$ cat config.mk
export PLATFORM = sky130hd
export DESIGN_NAME = keyboard_scancode_to_ascii_fifo_top_flat
export DESIGN_NICKNAME = d
export VERILOG_FILES = /design/src/kbd_pkg.sv /design/src/kbd_if.sv /design/src/keyboard_scancode_to_ascii_fifo_top.sv /design/src/kbd_fifo_mem.sv /design/src/kbd_ctrl.sv /design/src/kbd_outq.sv /design/src/flat_wrapper.sv
export SDC_FILE = /design/constraint.sdc
export NUM_CORES = 2
export LEC_CHECK = 0
export BUFFER_PORTS_ARGS = -buffer_cell sky130_fd_sc_hd__buf_2
export CORE_MARGIN = 5
export CORE_UTILIZATION = 65
export CTS_CLUSTER_SIZE = 25
export DETAILED_ROUTE_END_ITERATION = 7
export GPL_TIMING_DRIVEN = 0
export HOLD_SLACK_MARGIN = 0.03
export PLACE_DENSITY_LB_ADDON = 0.08
export SYNTH_ARGS = -nofsm -noshare
export SYNTH_HDL_FRONTEND = slang
export SYNTH_SLANG_ARGS = --single-unit
$ cat constraint.sdc
create_clock -name clock -period 61.9 [get_ports clock]
set_clock_uncertainty 0.15 [all_clocks]
set_input_delay 12.38 -clock clock [delete_from_list [all_inputs] [get_ports clock]]
set_output_delay 12.38 -clock clock [all_outputs]
set_load 0.01 [all_outputs]
$ cat src/kbd_pkg.sv
// Shared types, constants and key tables for the scan code decoder with character FIFO.
// No dependencies; every other file imports this package.
`timescale 1ns / 1ps

package kbd_pkg;

   localparam int FIFO_DEPTH = 256;
   localparam int FIFO_AW    = $clog2(FIFO_DEPTH);
   localparam int CHAR_W     = 8;
   localparam int CSR_IDX_W  = 8;
   localparam int OUTQ_DEPTH = 4;
   localparam int OUTQ_AW    = $clog2(OUTQ_DEPTH);
   localparam int OUTQ_CW    = $clog2(OUTQ_DEPTH + 1);

   typedef logic [FIFO_AW-1:0]  fifo_ptr_type;
   typedef logic [CHAR_W-1:0]   char_type;
   typedef logic [OUTQ_AW-1:0]  outq_ptr_type;
   typedef logic [OUTQ_CW-1:0]  outq_cnt_type;
   typedef logic [6:0]          key_code_type;

   typedef enum logic {
      OP_SCAN = 1'b0,
      OP_POP  = 1'b1
   } op_type;

   typedef enum logic [CSR_IDX_W-1:0] {
      CSR_ARROW_UP   = 8'd0,
      CSR_ARROW_DOWN = 8'd1
   } csr_idx_type;

   localparam char_type     PREFIX_BYTE  = 8'hE0;
   localparam int           RELEASE_BIT  = 7;
   localparam key_code_type CODE_MASK    = 7'h7F;
   localparam key_code_type LSHIFT_CODE  = 7'h2A;
   localparam key_code_type RSHIFT_CODE  = 7'h36;
   localparam key_code_type CAPS_CODE    = 7'h3A;
   localparam key_code_type UP_CODE      = 7'h48;
   localparam key_code_type DOWN_CODE    = 7'h50;
   localparam char_type     ARROW_UP_RST = 8'd128;
   localparam char_type     ARROW_DN_RST = 8'd129;

   typedef struct packed {
      logic pop_hit;
      logic empty;
      logic queued;
      logic dropped;
   } res_flags_type;

   typedef struct packed {
      logic         wr_en;
      fifo_ptr_type wr_addr;
      char_type     wr_data;
      logic         rd_en;
      fifo_ptr_type rd_addr;
   } mem_req_type;

   typedef struct packed {
      char_type key_out;
      logic     fifo_was_empty;
      logic     char_queued;
      logic     char_dropped;
   } rsp_beat_type;

   function automatic fifo_ptr_type fifo_next(input fifo_ptr_type p);
      fifo_ptr_type r;
      if (p == fifo_ptr_type'(FIFO_DEPTH - 1)) r = '0;
      else r = p + 1'b1;
      return r;
   endfunction

   function automatic outq_ptr_type outq_next(input outq_ptr_type p);
      outq_ptr_type r;
      if (p == outq_ptr_type'(OUTQ_DEPTH - 1)) r = '0;
      else r = p + 1'b1;
      return r;
   endfunction

   // Unshifted character for a make code; zero means the key has no character.
   function automatic char_type plain_char(input key_code_type code);
      char_type c;
      case (code)
         7'h01: c = 8'h1B;
         7'h02: c = 8'h31;
         7'h03: c = 8'h32;
         7'h04: c = 8'h33;
         7'h05: c = 8'h34;
         7'h06: c = 8'h35;
         7'h07: c = 8'h36;
         7'h08: c = 8'h37;
         7'h09: c = 8'h38;
         7'h0A: c = 8'h39;
         7'h0B: c = 8'h30;
         7'h0C: c = 8'h2D;
         7'h0D: c = 8'h3D;
         7'h0E: c = 8'h08;
         7'h0F: c = 8'h09;
         7'h10: c = 8'h71;
         7'h11: c = 8'h77;
         7'h12: c = 8'h65;
         7'h13: c = 8'h72;
         7'h14: c = 8'h74;
         7'h15: c = 8'h79;
         7'h16: c = 8'h75;
         7'h17: c = 8'h69;
         7'h18: c = 8'h6F;
         7'h19: c = 8'h70;
         7'h1A: c = 8'h5B;
         7'h1B: c = 8'h5D;
         7'h1C: c = 8'h0A;
         7'h1E: c = 8'h61;
         7'h1F: c = 8'h73;
         7'h20: c = 8'h64;
         7'h21: c = 8'h66;
         7'h22: c = 8'h67;
         7'h23: c = 8'h68;
         7'h24: c = 8'h6A;
         7'h25: c = 8'h6B;
         7'h26: c = 8'h6C;
         7'h27: c = 8'h3B;
         7'h28: c = 8'h27;
         7'h29: c = 8'h60;
         7'h2B: c = 8'h5C;
         7'h2C: c = 8'h7A;
         7'h2D: c = 8'h78;
         7'h2E: c = 8'h63;
         7'h2F: c = 8'h76;
         7'h30: c = 8'h62;
         7'h31: c = 8'h6E;
         7'h32: c = 8'h6D;
         7'h33: c = 8'h2C;
         7'h34: c = 8'h2E;
         7'h35: c = 8'h2F;
         7'h37: c = 8'h2A;
         7'h39: c = 8'h20;
         default: c = 8'h00;
      endcase
      return c;
   endfunction

   // Shifted character for a make code.
   function automatic char_type shift_char(input key_code_type code);
      char_type c;
      case (code)
         7'h01: c = 8'h1B;
         7'h02: c = 8'h21;
         7'h03: c = 8'h40;
         7'h04: c = 8'h23;
         7'h05: c = 8'h24;
         7'h06: c = 8'h25;
         7'h07: c = 8'h5E;
         7'h08: c = 8'h26;
         7'h09: c = 8'h2A;
         7'h0A: c = 8'h28;
         7'h0B: c = 8'h29;
         7'h0C: c = 8'h5F;
         7'h0D: c = 8'h2B;
         7'h0E: c = 8'h08;
         7'h0F: c = 8'h09;
         7'h10: c = 8'h51;
         7'h11: c = 8'h57;
         7'h12: c = 8'h45;
         7'h13: c = 8'h52;
         7'h14: c = 8'h54;
         7'h15: c = 8'h59;
         7'h16: c = 8'h55;
         7'h17: c = 8'h49;
         7'h18: c = 8'h4F;
         7'h19: c = 8'h50;
         7'h1A: c = 8'h7B;
         7'h1B: c = 8'h7D;
         7'h1C: c = 8'h0A;
         7'h1E: c = 8'h41;
         7'h1F: c = 8'h53;
         7'h20: c = 8'h44;
         7'h21: c = 8'h46;
         7'h22: c = 8'h47;
         7'h23: c = 8'h48;
         7'h24: c = 8'h4A;
         7'h25: c = 8'h4B;
         7'h26: c = 8'h4C;
         7'h27: c = 8'h3A;
         7'h28: c = 8'h22;
         7'h29: c = 8'h7E;
         7'h2B: c = 8'h7C;
         7'h2C: c = 8'h5A;
         7'h2D: c = 8'h58;
         7'h2E: c = 8'h43;
         7'h2F: c = 8'h56;
         7'h30: c = 8'h42;
         7'h31: c = 8'h4E;
         7'h32: c = 8'h4D;
         7'h33: c = 8'h3C;
         7'h34: c = 8'h3E;
         7'h35: c = 8'h3F;
         7'h37: c = 8'h2A;
         7'h39: c = 8'h20;
         default: c = 8'h00;
      endcase
      return c;
   endfunction

endpackage

$ cat src/kbd_if.sv
// Valid/ready channel interfaces: request, response and register write port.
// Depends on kbd_pkg for payload types.
`timescale 1ns / 1ps

interface kbd_req_if import kbd_pkg::*; ();
   logic     valid;
   logic     ready;
   logic     operation;
   char_type scan_byte;

   modport source (output valid, output operation, output scan_byte, input ready);
   modport sink   (input valid, input operation, input scan_byte, output ready);
endinterface

interface kbd_rsp_if import kbd_pkg::*; ();
   logic     valid;
   logic     ready;
   char_type key_out;
   logic     fifo_was_empty;
   logic     char_queued;
   logic     char_dropped;

   modport source (output valid, output key_out, output fifo_was_empty,
                   output char_queued, output char_dropped, input ready);
   modport sink   (input valid, input key_out, input fifo_was_empty,
                   input char_queued, input char_dropped, output ready);
endinterface

interface kbd_csr_if import kbd_pkg::*; ();
   logic                 valid;
   logic                 ready;
   logic [CSR_IDX_W-1:0] index;
   char_type             data;

   modport source (output valid, output index, output data, input ready);
   modport sink   (input valid, input index, input data, output ready);
endinterface

$ cat src/keyboard_scancode_to_ascii_fifo_top.sv
// Top level of the scan code decoder with character FIFO.
// Depends on kbd_pkg, kbd_if, kbd_ctrl, kbd_fifo_mem and kbd_outq.
`timescale 1ns / 1ps

// Usage:
// The req_ch channel carries one beat per item: operation 0 hands in a Set 1 scan
// byte, operation 1 pops the oldest queued character. Every accepted beat yields
// exactly one beat on rsp_ch, in order. The csr_ch port writes the up and down
// arrow codes (index 0 and 1); it is always ready, and other indexes are ignored.
// A beat accepted on req_ch passes the read stage, where its flags and the memory read
// are registered, then the output queue. Throughput is one item per cycle while req_ch
// is ready; decode, pointer update and a single memory access (write for a queued key,
// read for a pop) all happen in the accept cycle.
// Results wait in a four-entry output queue, so the block keeps accepting while
// a result is waiting; req_ch ready drops only when that queue plus the beat in
// the read stage fill it, and no beat is lost when the receiver stalls.
// Reset empties the character FIFO, clears the prefix, shift and caps lock flags
// and sets the arrow codes to 128 and 129. The character memory itself is not
// cleared; reading never touches an entry that has not been written.

module keyboard_scancode_to_ascii_fifo_top import kbd_pkg::*; (
   input  logic       clock,
   input  logic       reset,
   kbd_req_if.sink    req_ch,
   kbd_rsp_if.source  rsp_ch,
   kbd_csr_if.sink    csr_ch
);

   logic          accept;
   logic          has_room;
   mem_req_type   mem_req;
   char_type      rd_data;
   logic          st1_valid;
   res_flags_type st1_flags;
   rsp_beat_type  push_beat;

   assign req_ch.ready = has_room;
   assign accept       = req_ch.valid && has_room;

   kbd_ctrl u_ctrl (
      .clock        (clock),
      .reset        (reset),
      .csr_ch       (csr_ch),
      .accept       (accept),
      .operation    (req_ch.operation),
      .scan_byte    (req_ch.scan_byte),
      .mem_req      (mem_req),
      .st1_valid_ff (st1_valid),
      .st1_flags_ff (st1_flags)
   );

   kbd_fifo_mem u_mem (
      .clock      (clock),
      .mem_req    (mem_req),
      .rd_data_ff (rd_data)
   );

   always_comb begin
      push_beat.key_out        = st1_flags.pop_hit ? rd_data : '0;
      push_beat.fifo_was_empty = st1_flags.empty;
      push_beat.char_queued    = st1_flags.queued;
      push_beat.char_dropped   = st1_flags.dropped;
   end

   kbd_outq u_outq (
      .clock     (clock),
      .reset     (reset),
      .push      (st1_valid),
      .push_beat (push_beat),
      .rsp_ch    (rsp_ch),
      .has_room  (has_room)
   );

endmodule

$ cat src/kbd_fifo_mem.sv
// Character FIFO storage: one write port and one registered read port.
// Depends on kbd_pkg.
`timescale 1ns / 1ps

module kbd_fifo_mem import kbd_pkg::*; (
   input  logic        clock,
   input  mem_req_type mem_req,
   output char_type    rd_data_ff
);

   char_type char_fifo_mem [FIFO_DEPTH];

   always_ff @(posedge clock) begin
      if (mem_req.wr_en) begin
         char_fifo_mem[mem_req.wr_addr] <= mem_req.wr_data;
      end
      if (mem_req.rd_en) begin
         rd_data_ff <= char_fifo_mem[mem_req.rd_addr];
      end
   end

endmodule

$ cat src/kbd_ctrl.sv
// Scan code decoder, FIFO pointer control, keyboard flags and arrow code registers.
// Depends on kbd_pkg and kbd_if.
`timescale 1ns / 1ps

module kbd_ctrl import kbd_pkg::*; (
   input  logic          clock,
   input  logic          reset,
   kbd_csr_if.sink       csr_ch,
   input  logic          accept,
   input  logic          operation,
   input  char_type      scan_byte,
   output mem_req_type   mem_req,
   output logic          st1_valid_ff,
   output res_flags_type st1_flags_ff
);

   fifo_ptr_type  wr_ptr_ff, wr_ptr_in;
   fifo_ptr_type  rd_ptr_ff, rd_ptr_in;
   logic          prefix_ff, prefix_in;
   logic          shift_ff, shift_in;
   logic          caps_ff, caps_in;
   char_type      arrow_up_ff, arrow_dn_ff;
   res_flags_type flags_in;
   key_code_type  code;
   logic          released;
   char_type      lo_char;
   logic          is_letter;
   logic          pick_shifted;
   logic          have;
   char_type      ch;

   assign csr_ch.ready = 1'b1;

   always_ff @(posedge clock) begin
      if (reset) begin
         arrow_up_ff <= ARROW_UP_RST;
         arrow_dn_ff <= ARROW_DN_RST;
      end else if (csr_ch.valid) begin
         unique case (csr_ch.index)
            CSR_ARROW_UP:   arrow_up_ff <= csr_ch.data;
            CSR_ARROW_DOWN: arrow_dn_ff <= csr_ch.data;
            default: ;
         endcase
      end
   end

   assign code         = scan_byte[6:0] & CODE_MASK;
   assign released     = scan_byte[RELEASE_BIT];
   assign lo_char      = plain_char(code);
   assign is_letter    = (lo_char >= 8'h61) && (lo_char <= 8'h7A);
   assign pick_shifted = is_letter ? (shift_ff ^ caps_ff) : shift_ff;

   always_comb begin
      wr_ptr_in = wr_ptr_ff;
      rd_ptr_in = rd_ptr_ff;
      prefix_in = prefix_ff;
      shift_in  = shift_ff;
      caps_in   = caps_ff;
      flags_in  = '0;
      mem_req   = '0;
      mem_req.wr_addr = wr_ptr_ff;
      mem_req.rd_addr = rd_ptr_ff;
      have = 1'b0;
      ch   = '0;
      if (accept) begin
         if (op_type'(operation) == OP_POP) begin
            if (rd_ptr_ff == wr_ptr_ff) begin
               flags_in.empty = 1'b1;
            end else begin
               flags_in.pop_hit = 1'b1;
               mem_req.rd_en    = 1'b1;
               rd_ptr_in        = fifo_next(rd_ptr_ff);
            end
         end else if (scan_byte == PREFIX_BYTE) begin
            prefix_in = 1'b1;
         end else begin
            prefix_in = 1'b0;
            if (prefix_ff) begin
               // Only the up and down arrow makes mean anything after the prefix.
               if (!released && code == UP_CODE) begin
                  ch   = arrow_up_ff;
                  have = 1'b1;
               end else if (!released && code == DOWN_CODE) begin
                  ch   = arrow_dn_ff;
                  have = 1'b1;
               end
            end else if (code == LSHIFT_CODE || code == RSHIFT_CODE) begin
               shift_in = !released;
            end else if (code == CAPS_CODE) begin
               if (!released) caps_in = !caps_ff;
            end else if (!released) begin
               ch   = pick_shifted ? shift_char(code) : lo_char;
               have = (ch != '0);
            end
            if (have) begin
               if (fifo_next(wr_ptr_ff) == rd_ptr_ff) begin
                  flags_in.dropped = 1'b1;
               end else begin
                  flags_in.queued = 1'b1;
                  mem_req.wr_en   = 1'b1;
                  mem_req.wr_data = ch;
                  wr_ptr_in       = fifo_next(wr_ptr_ff);
               end
            end
         end
      end
   end

   always_ff @(posedge clock) begin
      if (reset) begin
         wr_ptr_ff    <= '0;
         rd_ptr_ff    <= '0;
         prefix_ff    <= 1'b0;
         shift_ff     <= 1'b0;
         caps_ff      <= 1'b0;
         st1_valid_ff <= 1'b0;
      end else begin
         wr_ptr_ff    <= wr_ptr_in;
         rd_ptr_ff    <= rd_ptr_in;
         prefix_ff    <= prefix_in;
         shift_ff     <= shift_in;
         caps_ff      <= caps_in;
         st1_valid_ff <= accept;
      end
   end

   always_ff @(posedge clock) begin
      if (accept) st1_flags_ff <= flags_in;
   end

endmodule

$ cat src/kbd_outq.sv
// Small result queue in front of the response channel; absorbs receiver stalls.
// Depends on kbd_pkg and kbd_if.
`timescale 1ns / 1ps

module kbd_outq import kbd_pkg::*; (
   input  logic          clock,
   input  logic          reset,
   input  logic          push,
   input  rsp_beat_type  push_beat,
   kbd_rsp_if.source     rsp_ch,
   output logic          has_room
);

   rsp_beat_type entry_ff [OUTQ_DEPTH];
   outq_ptr_type head_ff, head_in;
   outq_ptr_type tail_ff, tail_in;
   outq_cnt_type count_ff, count_in;
   logic         pop;
   logic [OUTQ_CW:0] pending;

   assign rsp_ch.valid          = (count_ff != '0);
   assign rsp_ch.key_out        = entry_ff[head_ff].key_out;
   assign rsp_ch.fifo_was_empty = entry_ff[head_ff].fifo_was_empty;
   assign rsp_ch.char_queued    = entry_ff[head_ff].char_queued;
   assign rsp_ch.char_dropped   = entry_ff[head_ff].char_dropped;

   assign pop = rsp_ch.valid && rsp_ch.ready;

   // The beat still in the memory read stage already owns a slot.
   assign pending  = {1'b0, count_ff} + {{OUTQ_CW{1'b0}}, push};
   assign has_room = (pending < (OUTQ_CW + 1)'(OUTQ_DEPTH));

   always_comb begin
      head_in  = pop  ? outq_next(head_ff) : head_ff;
      tail_in  = push ? outq_next(tail_ff) : tail_ff;
      count_in = count_ff + outq_cnt_type'(push) - outq_cnt_type'(pop);
   end

   always_ff @(posedge clock) begin
      if (reset) begin
         head_ff  <= '0;
         tail_ff  <= '0;
         count_ff <= '0;
      end else begin
         head_ff  <= head_in;
         tail_ff  <= tail_in;
         count_ff <= count_in;
      end
   end

   always_ff @(posedge clock) begin
      if (push) entry_ff[tail_ff] <= push_beat;
   end

endmodule
$ cat src/flat_wrapper.sv
// flat-port wrapper written by rule: the top's interface ports become plain ports
module keyboard_scancode_to_ascii_fifo_top_flat import kbd_pkg::*;
  (clock, reset, req_ch_valid, req_ch_operation, req_ch_scan_byte, req_ch_ready, rsp_ch_valid, rsp_ch_key_out, rsp_ch_fifo_was_empty, rsp_ch_char_queued, rsp_ch_char_dropped, rsp_ch_ready, csr_ch_valid, csr_ch_index, csr_ch_data, csr_ch_ready);
  kbd_req_if req_ch_i ();
  kbd_rsp_if rsp_ch_i ();
  kbd_csr_if csr_ch_i ();
  input  logic clock;
  input  logic reset;
  input wire logic [$bits(req_ch_i.valid)-1:0] req_ch_valid;
  input wire logic [$bits(req_ch_i.operation)-1:0] req_ch_operation;
  input wire logic [$bits(req_ch_i.scan_byte)-1:0] req_ch_scan_byte;
  output wire logic [$bits(req_ch_i.ready)-1:0] req_ch_ready;
  output wire logic [$bits(rsp_ch_i.valid)-1:0] rsp_ch_valid;
  output wire logic [$bits(rsp_ch_i.key_out)-1:0] rsp_ch_key_out;
  output wire logic [$bits(rsp_ch_i.fifo_was_empty)-1:0] rsp_ch_fifo_was_empty;
  output wire logic [$bits(rsp_ch_i.char_queued)-1:0] rsp_ch_char_queued;
  output wire logic [$bits(rsp_ch_i.char_dropped)-1:0] rsp_ch_char_dropped;
  input wire logic [$bits(rsp_ch_i.ready)-1:0] rsp_ch_ready;
  input wire logic [$bits(csr_ch_i.valid)-1:0] csr_ch_valid;
  input wire logic [$bits(csr_ch_i.index)-1:0] csr_ch_index;
  input wire logic [$bits(csr_ch_i.data)-1:0] csr_ch_data;
  output wire logic [$bits(csr_ch_i.ready)-1:0] csr_ch_ready;
  assign req_ch_i.valid = req_ch_valid;
  assign req_ch_i.operation = req_ch_operation;
  assign req_ch_i.scan_byte = req_ch_scan_byte;
  assign req_ch_ready = req_ch_i.ready;
  assign rsp_ch_valid = rsp_ch_i.valid;
  assign rsp_ch_key_out = rsp_ch_i.key_out;
  assign rsp_ch_fifo_was_empty = rsp_ch_i.fifo_was_empty;
  assign rsp_ch_char_queued = rsp_ch_i.char_queued;
  assign rsp_ch_char_dropped = rsp_ch_i.char_dropped;
  assign rsp_ch_i.ready = rsp_ch_ready;
  assign csr_ch_i.valid = csr_ch_valid;
  assign csr_ch_i.index = csr_ch_index;
  assign csr_ch_i.data = csr_ch_data;
  assign csr_ch_ready = csr_ch_i.ready;
  keyboard_scancode_to_ascii_fifo_top u_core (.clock(clock), .reset(reset), .req_ch(req_ch_i), .rsp_ch(rsp_ch_i), .csr_ch(csr_ch_i));
endmodule
=== After elaboration in Yosys (flattened, before gate mapping) ===
Memory sizes are Yosys's and may differ from the RTL's. A register that Yosys moved wholly into a read port is not among the register bits.
Index checks and enable logic that the tools add are counted.

* Bits in registers: 47
* RAM bits: 2092
* Bits in read-only memories: 896
* Output and inout port bits: 14
* Memories kept: 4

* $add $sub $neg: 7
* Order comparisons: 3
* Equality and inequality tests: 13
* Muxes and demuxes: 56
* Bitwise logic cells: 9
* Reduce and logical (&&, ||, !) cells: 19

{| class="wikitable"
|+ Memories
! name !! depth !! bits a word !! read ports !! clocked after memory_dff !! wr ports !! RTL line !! text
|-
| u_core.u_mem.char_fifo_mem || 256 || 8 || 1 || 1 || 1 || kbd_fifo_mem.sv:11 || <nowiki>char_type char_fifo_mem [FIFO_DEPTH];</nowiki>
|-
| (no name shown) || 64 || 7 || 1 || 0 || 0 || kbd_pkg.sv:143 || <nowiki>case (code)</nowiki>
|-
| (no name shown) || 64 || 7 || 1 || 0 || 0 || kbd_pkg.sv:81 || <nowiki>case (code)</nowiki>
|-
| u_core.u_outq.entry_ff || 4 || 11 || 1 || 1 || 1 || kbd_outq.sv:14 || <nowiki>rsp_beat_type entry_ff [OUTQ_DEPTH];</nowiki>
|}

{| class="wikitable"
|+ Operators with widths
! kind !! number
|-
| 8-bit 2-to-1 mux || 27
|-
| 8-bit == test (second input constant) || 3
|-
| 1-bit 2-to-1 mux || 24
|-
| 7-bit by 6-bit == test with 1-bit output (second input constant) || 3
|-
| 8-bit by 1-bit adder with 8-bit output (second input constant) || 2
|-
| 8-bit == test || 2
|-
| 7-bit == test (second input constant) || 2
|-
| 5-bit AND reduction || 2
|-
| 9-bit 2-to-1 mux || 1
|-
| 8-bit by 1-bit == test with 1-bit output (second input constant) || 1
|-
| 8-bit by 7-bit greater-or-equal comparator with 1-bit output (second input constant) || 1
|-
| 8-bit by 7-bit <= comparator with 1-bit output (second input constant) || 1
|-
| 8-bit logical NOT || 1
|-
| 2-bit 2-to-1 mux || 4
|-
| 1-bit inverter || 8
|-
| 8-bit nonzero test || 1
|-
| 7-bit AND reduction || 1
|-
| 2-bit AND reduction || 3
|-
| 1-bit logical AND || 5
|-
| 2-bit by 1-bit adder with 2-bit output (second input constant) || 2
|-
| 3-bit by 1-bit adder with 4-bit output || 1
|-
| 2-bit == test (second input constant) || 2
|-
| 4-bit by 3-bit less-than comparator with 1-bit output (second input constant) || 1
|-
| 3-bit by 1-bit adder with 3-bit output || 1
|-
| other kinds (7) || 8
|}

=== Depth between registers and ports, before layout ===
An unclocked memory read counts as a cell.

* Word-level depth: 30
* Mapped depth: 17
* Gate-level depth less buffers: 11

=== Hierarchy ===
Synthesis repeated with hierarchy kept, for this count alone.

* Cells, all modules: 4301
* Area, all modules: 85303.1 um^2

{| class="wikitable"
|+ By module, submodules not included
! module !! times used !! cells each !! area each (um^2)
|-
| kbd_fifo_mem || 1 || 3733 || 79636.4
|-
| kbd_ctrl || 1 || 452 || 3542.1
|-
| kbd_outq || 1 || 107 || 2068.2
|-
| keyboard_scancode_to_ascii_fifo_top || 1 || 9 || 56.3
|}

=== Worst setup path after synthesis ===
No wires, ideal clock.

* Path kind: in2reg
* Start: input port req_ch_scan_byte[1]
* End: memory u_core.u_mem.char_fifo_mem[0][5] (netlist name) (data pin)
* Library setup time: 2.416 ns
* Arrival: 25.798 ns
* Required time: 59.334 ns
* Slack: 33.537 ns
* Cell stages on the path: 10
* Buffers on the path: 1
* Cells stage by stage: clkbuf_1 -> inv_1 -> ha_1 -> or3b_1 -> a22oi_1 -> a21oi_1 -> o32a_1 -> o211ai_1 -> nand4_1 -> a311oi_1

{| class="wikitable"
|+ RTL lines
! what !! RTL line !! text
|-
| start: declaration || flat_wrapper.sv:11 || <nowiki>input wire logic [$bits(req_ch_i.scan_byte)-1:0] req_ch_scan_byte;</nowiki>
|-
| end: declaration || kbd_fifo_mem.sv:11 ||
|}

=== Worst setup path after layout ===
* Start: input port req_ch_scan_byte[1]
* End: memory u_core.u_mem.char_fifo_mem[197][3] (netlist name), enable pin

* Word-level cells in the longest chain between the ends: 24
* Elaborated cells between the ends (all ways): 41
* Classes of those cells: order compare: 2; eq/ne: 6; mux: 26; reduce/logical: 5; memory: 2

{| class="wikitable"
|+ RTL lines
! what !! RTL line !! text
|-
| memory 64 x 7 bit || - ||
|-
| 8-bit 2-to-1 mux || kbd_pkg.sv:143 ||
|-
| 8-bit 2-to-1 mux || kbd_ctrl.sv:91 || <nowiki>end else if (!released) begin</nowiki>
|-
| 8-bit 2-to-1 mux || kbd_ctrl.sv:89 || <nowiki>end else if (code == CAPS_CODE) begin</nowiki>
|-
| 8-bit 2-to-1 mux || kbd_ctrl.sv:87 || <nowiki>end else if (code == LSHIFT_CODE || code == RSHIFT_CODE) begin</nowiki>
|-
| 8-bit 2-to-1 mux || kbd_ctrl.sv:78 || <nowiki>if (prefix_ff) begin</nowiki>
|-
| 8-bit 2-to-1 mux || kbd_ctrl.sv:74 || <nowiki>end else if (scan_byte == PREFIX_BYTE) begin</nowiki>
|-
| 8-bit 2-to-1 mux || kbd_ctrl.sv:66 || <nowiki>if (op_type'(operation) == OP_POP) begin</nowiki>
|-
| [... 8 more ...] || - ||
|-
| 1-bit 2-to-1 mux || kbd_ctrl.sv:66 ||
|-
| 1-bit 2-to-1 mux || kbd_ctrl.sv:65 || <nowiki>if (accept) begin</nowiki>
|-
| 1-bit 2-to-1 mux || kbd_ctrl.sv:95 || <nowiki>if (have) begin</nowiki>
|-
| 1-bit 2-to-1 mux (*) || kbd_ctrl.sv:74 ||
|-
| 1-bit 2-to-1 mux (*) || kbd_ctrl.sv:66 ||
|-
| 1-bit 2-to-1 mux (*) || kbd_ctrl.sv:65 ||
|-
| 1-bit 2-to-1 mux (*) || kbd_fifo_mem.sv:14 || <nowiki>if (mem_req.wr_en) begin</nowiki>
|-
| 1-bit 2-to-1 mux (not written as such) (*) || kbd_fifo_mem.sv:15 || <nowiki>char_fifo_mem[mem_req.wr_addr] <= mem_req.wr_data;</nowiki>
|}

Mark *: on every way between the ends. The rest lies on a longest branch, timed or not. The select of a mux whose other input is x is not followed.

==> results.md <==
* Yosys reg bits at 2149
* Number of synthesized flops with an enable pin at 2104
* Area occupied by multi-input gates at 19900 sq um
* Area growth, synth to finish at 12.01%
* Critical path launch point type: input pin
* Worst hold path type: reg -> reg
* Post-synth ARST share at 0
* Max Clk Rate at 54.41 MHz
* I/O Pins at 44
* First-pass GRT wire length at 306700 um
* HPWL Detailed at 143500 um
* Total wire length at 214300 um
* Worst slew margin at 0.03910
* Crit path max fanout at 10
* CP arrival at 18660 ps
* Via count at 42080
* Power Density at 30.32 nW/um^2
* Core area at 129600 sq um
* Root Driver: clkbuf_16
* Postcts setup bufs at 0
* # fillers at 7231
* Die Span Y at 371.4 um
* Kind of critical path: in -> reg
* Vias in the first global route at 41840
* Final ANT Viol Nets at 0
* Seq/Total Area, Yosys at 0.7547
* Clock-pin slew on the worst setup and hold paths at 60 ps
* Yosys Warn Count at 0
* Synth Cell Area at 84910 sq um
* Req. time, crit path at 62180 ps
* Final Cycle Share at 0.2969
* I/O Buffers at 41
* Starting DRT DRC Count at 6328
* Residual DRC count at 0
* Routed wire per std cell at 35.53 um
* Die W at 371.4 um
* # hold bufs at CTS at 0
* Max VDD drop at 0.00002618 V
* Syn Inst Count at 3811
* Final Util at 0.7336
* Die ar. at 138000 sq um
* Slew of the pin with the lowest slew margin at 1441 ps
* Slew Viols, Final at 0
* Overflow after GRT at 0
* Layout Nets at 4177
* Bufs on Longest Clock Path at 3
* CTS tree: built
* Dpl cells at 5655
* DR pass1 iterations at 8
* Initial core utilization at 0.6549
* Fin. Hold Viols at 0
* Routed vias/inst at 6.977
* Initial antenna violation count at 10
* Final Critical Period at 18380 ps
* Syn Area/Cell at 22.28 sq um
* Routability cong. at 0.9027
* Final Cell Area at 95110 sq um
* GRT Resource Usage Total at 0.3198
* Largest net degree at the start of global routing at 86
* Crit end category: register
* Layout cells sized above 1 at 0.2700
* Setup TNS at 0 ps
* Layout Cells excl Fill at 6031
* Pleak at 31.80 nW
* # setup viols final at 0
* # resized after CTS at 0
* TritonCTS buffer count at 204
* Status: finished, final reports clean
* Row count at 132
* Max-Cap Viols at 0
* Yosys cell types at 85
* Mapped Nets at 3867
* Ys flop type: edfxtp_1
* DP Area at 88690 sq um
* Sequential cell area at 64080 sq um
* Depth of the CTS H-tree at 4
* CTS sink cnt at 2149
* RSZ-0062 raised after global routing: no
* Hold WS at 327.1 ps
* Clk_lat worst skew at 830 ps
-- per-layer routing --
| metal | vias to the layer above | GRT usage | wire length [um] |
|---|---|---|---|
| met5 | - | 0 | 23 |
| met4 | 4 | 0.1148 | 8858 |
| met3 | 428 | 0.07518 | 23570 |
| met2 | 2699 | 0.4936 | 102000 |
| met1 | 22250 | 0.4629 | 79820 |
| li1 | 16700 | - | - |
-- state kept, by name (all words and copies together) (netlist names), 2 cells and up, named ones only --
name and cells:
u_core.u_outq.count_ff 3, u_core.u_ctrl.rd_ptr_ff 8, u_core.u_mem.char_fifo_mem 2048, u_core.u_outq.head_ff 2
u_core.u_outq.tail_ff 2, u_core.u_outq.entry_ff 44, u_core.u_ctrl.wr_ptr_ff 8, u_core.u_mem.rd_data_ff 8
u_core.u_ctrl.arrow_dn_ff 8, u_core.u_ctrl.st1_flags_ff 4, u_core.u_ctrl.arrow_up_ff 8
-- worst max-delay path, stage by stage --
cell and delay, ps:
buf_2 280, clkbuf_1 510, inv_1 290, ha_1 570, nor2_1 180, a211o_1 350
a31oi_2 260, nand3_1 140, or3_4 430, a311o_2 490, a31oi_4 280, nand3_1 900
buf_2 720, nor2_1 860
-- kinds of logic after synthesis --
kind of cell	Yosys count	share of synthesized area
XOR/XNOR	25	0.002579
flip-flops	2149	0.7547
AO/OA/AOI/OAI	130	0.01129
adder cells (fa/ha/maj)	26	0.003920
other	1	0.00004417
buffers and inverters	247	0.01222
multiplexers	725	0.1877
AND/OR/NAND/NOR	508	0.02753
-- synth_stat cells, drive strengths merged, types with 16 or more instances --
master / instances / share of area
mux2i: 27 / 0.0032
a21oi: 28 / 0.0017
nor2: 311 / 0.014
inv: 23 / 0.0010
buf: 96 / 0.0055
nand3: 31 / 0.0023
ha: 25 / 0.0037
edfxtp: 2104 / 0.74
clkbuf: 128 / 0.0057
nand2: 53 / 0.0027
o21ai: 16 / 0.00094
mux4: 693 / 0.18
dfxtp: 45 / 0.011
and2: 20 / 0.0015
nor2b: 20 / 0.0015
-- final cells by class --
cell class              instances  share of cell area
flip-flops and latches       2149              0.6738
multi-input cells            1415              0.2093
clock buffers                 264             0.05692
well taps                    1742             0.02292
repair buffers                104             0.01598
clock inverters               106             0.01013
plain buffers                 224            0.009998
inverters                      23           0.0009077
diodes                          4           0.0001052
-- placed cells by master (no fill, tap or decap), types with 23 or more instances in the layout --
master	Yosys	routed
ha_1	25	25
clkinv_1	0	39
clkbuf_16	0	207
mux2i_1	27	27
mux4_2	693	693
nor2_1	311	310
inv_1	23	23
a21oi_1	28	28
clkbuf_1	127	182
buf_12	0	32
nand3_1	23	23
dfxtp_1	45	45
edfxtp_1	2104	2104
clkinv_2	0	38
buf_2	21	62
buf_1	61	61
nand2_1	49	49
-- report_power, final --
part	switching [mW]	internal [mW]	total, mW
Sequential	0.00285	1.59	1.59
Clock	0.529	0.675	1.20
Combinational	0.0548	0.0351	0.0899
-- stage by stage --
| step | total power, mW | worst slack [ps] |
|---|---|---|
| after global placement | 1.714 | 19580 |
| after detailed placement | 1.710 | 42620 |
| after global routing | 2.966 | 43440 |
| after floorplan | 1.680 | 33540 |
| after CTS | 2.891 | 43450 |
| final | 2.884 | 43520 |
-- path summary, 6_finish.rpt --
kind | from | endpoint | slack (ps) | depth (start not counted)
worst max-delay path | req_ch_scan_byte[1] | u_core.u_mem.char_fifo_mem[197][3]$_DFFE_PP_ | 43520 | 14
worst min-delay path | u_core.u_outq.head_ff[1]$_SDFFE_PP0P_ | u_core.u_outq.head_ff[1]$_SDFFE_PP0P_ | 330 | 2
worst max register to register | u_core.u_ctrl.rd_ptr_ff[0]$_SDFFE_PP0P_ | u_core.u_mem.char_fifo_mem[197][3]$_DFFE_PP_ | 54900 | 10
worst min register to register | u_core.u_outq.head_ff[1]$_SDFFE_PP0P_ | u_core.u_outq.head_ff[1]$_SDFFE_PP0P_ | 330 | 2
Note: power is estimated with default switching activity, not from simulation.
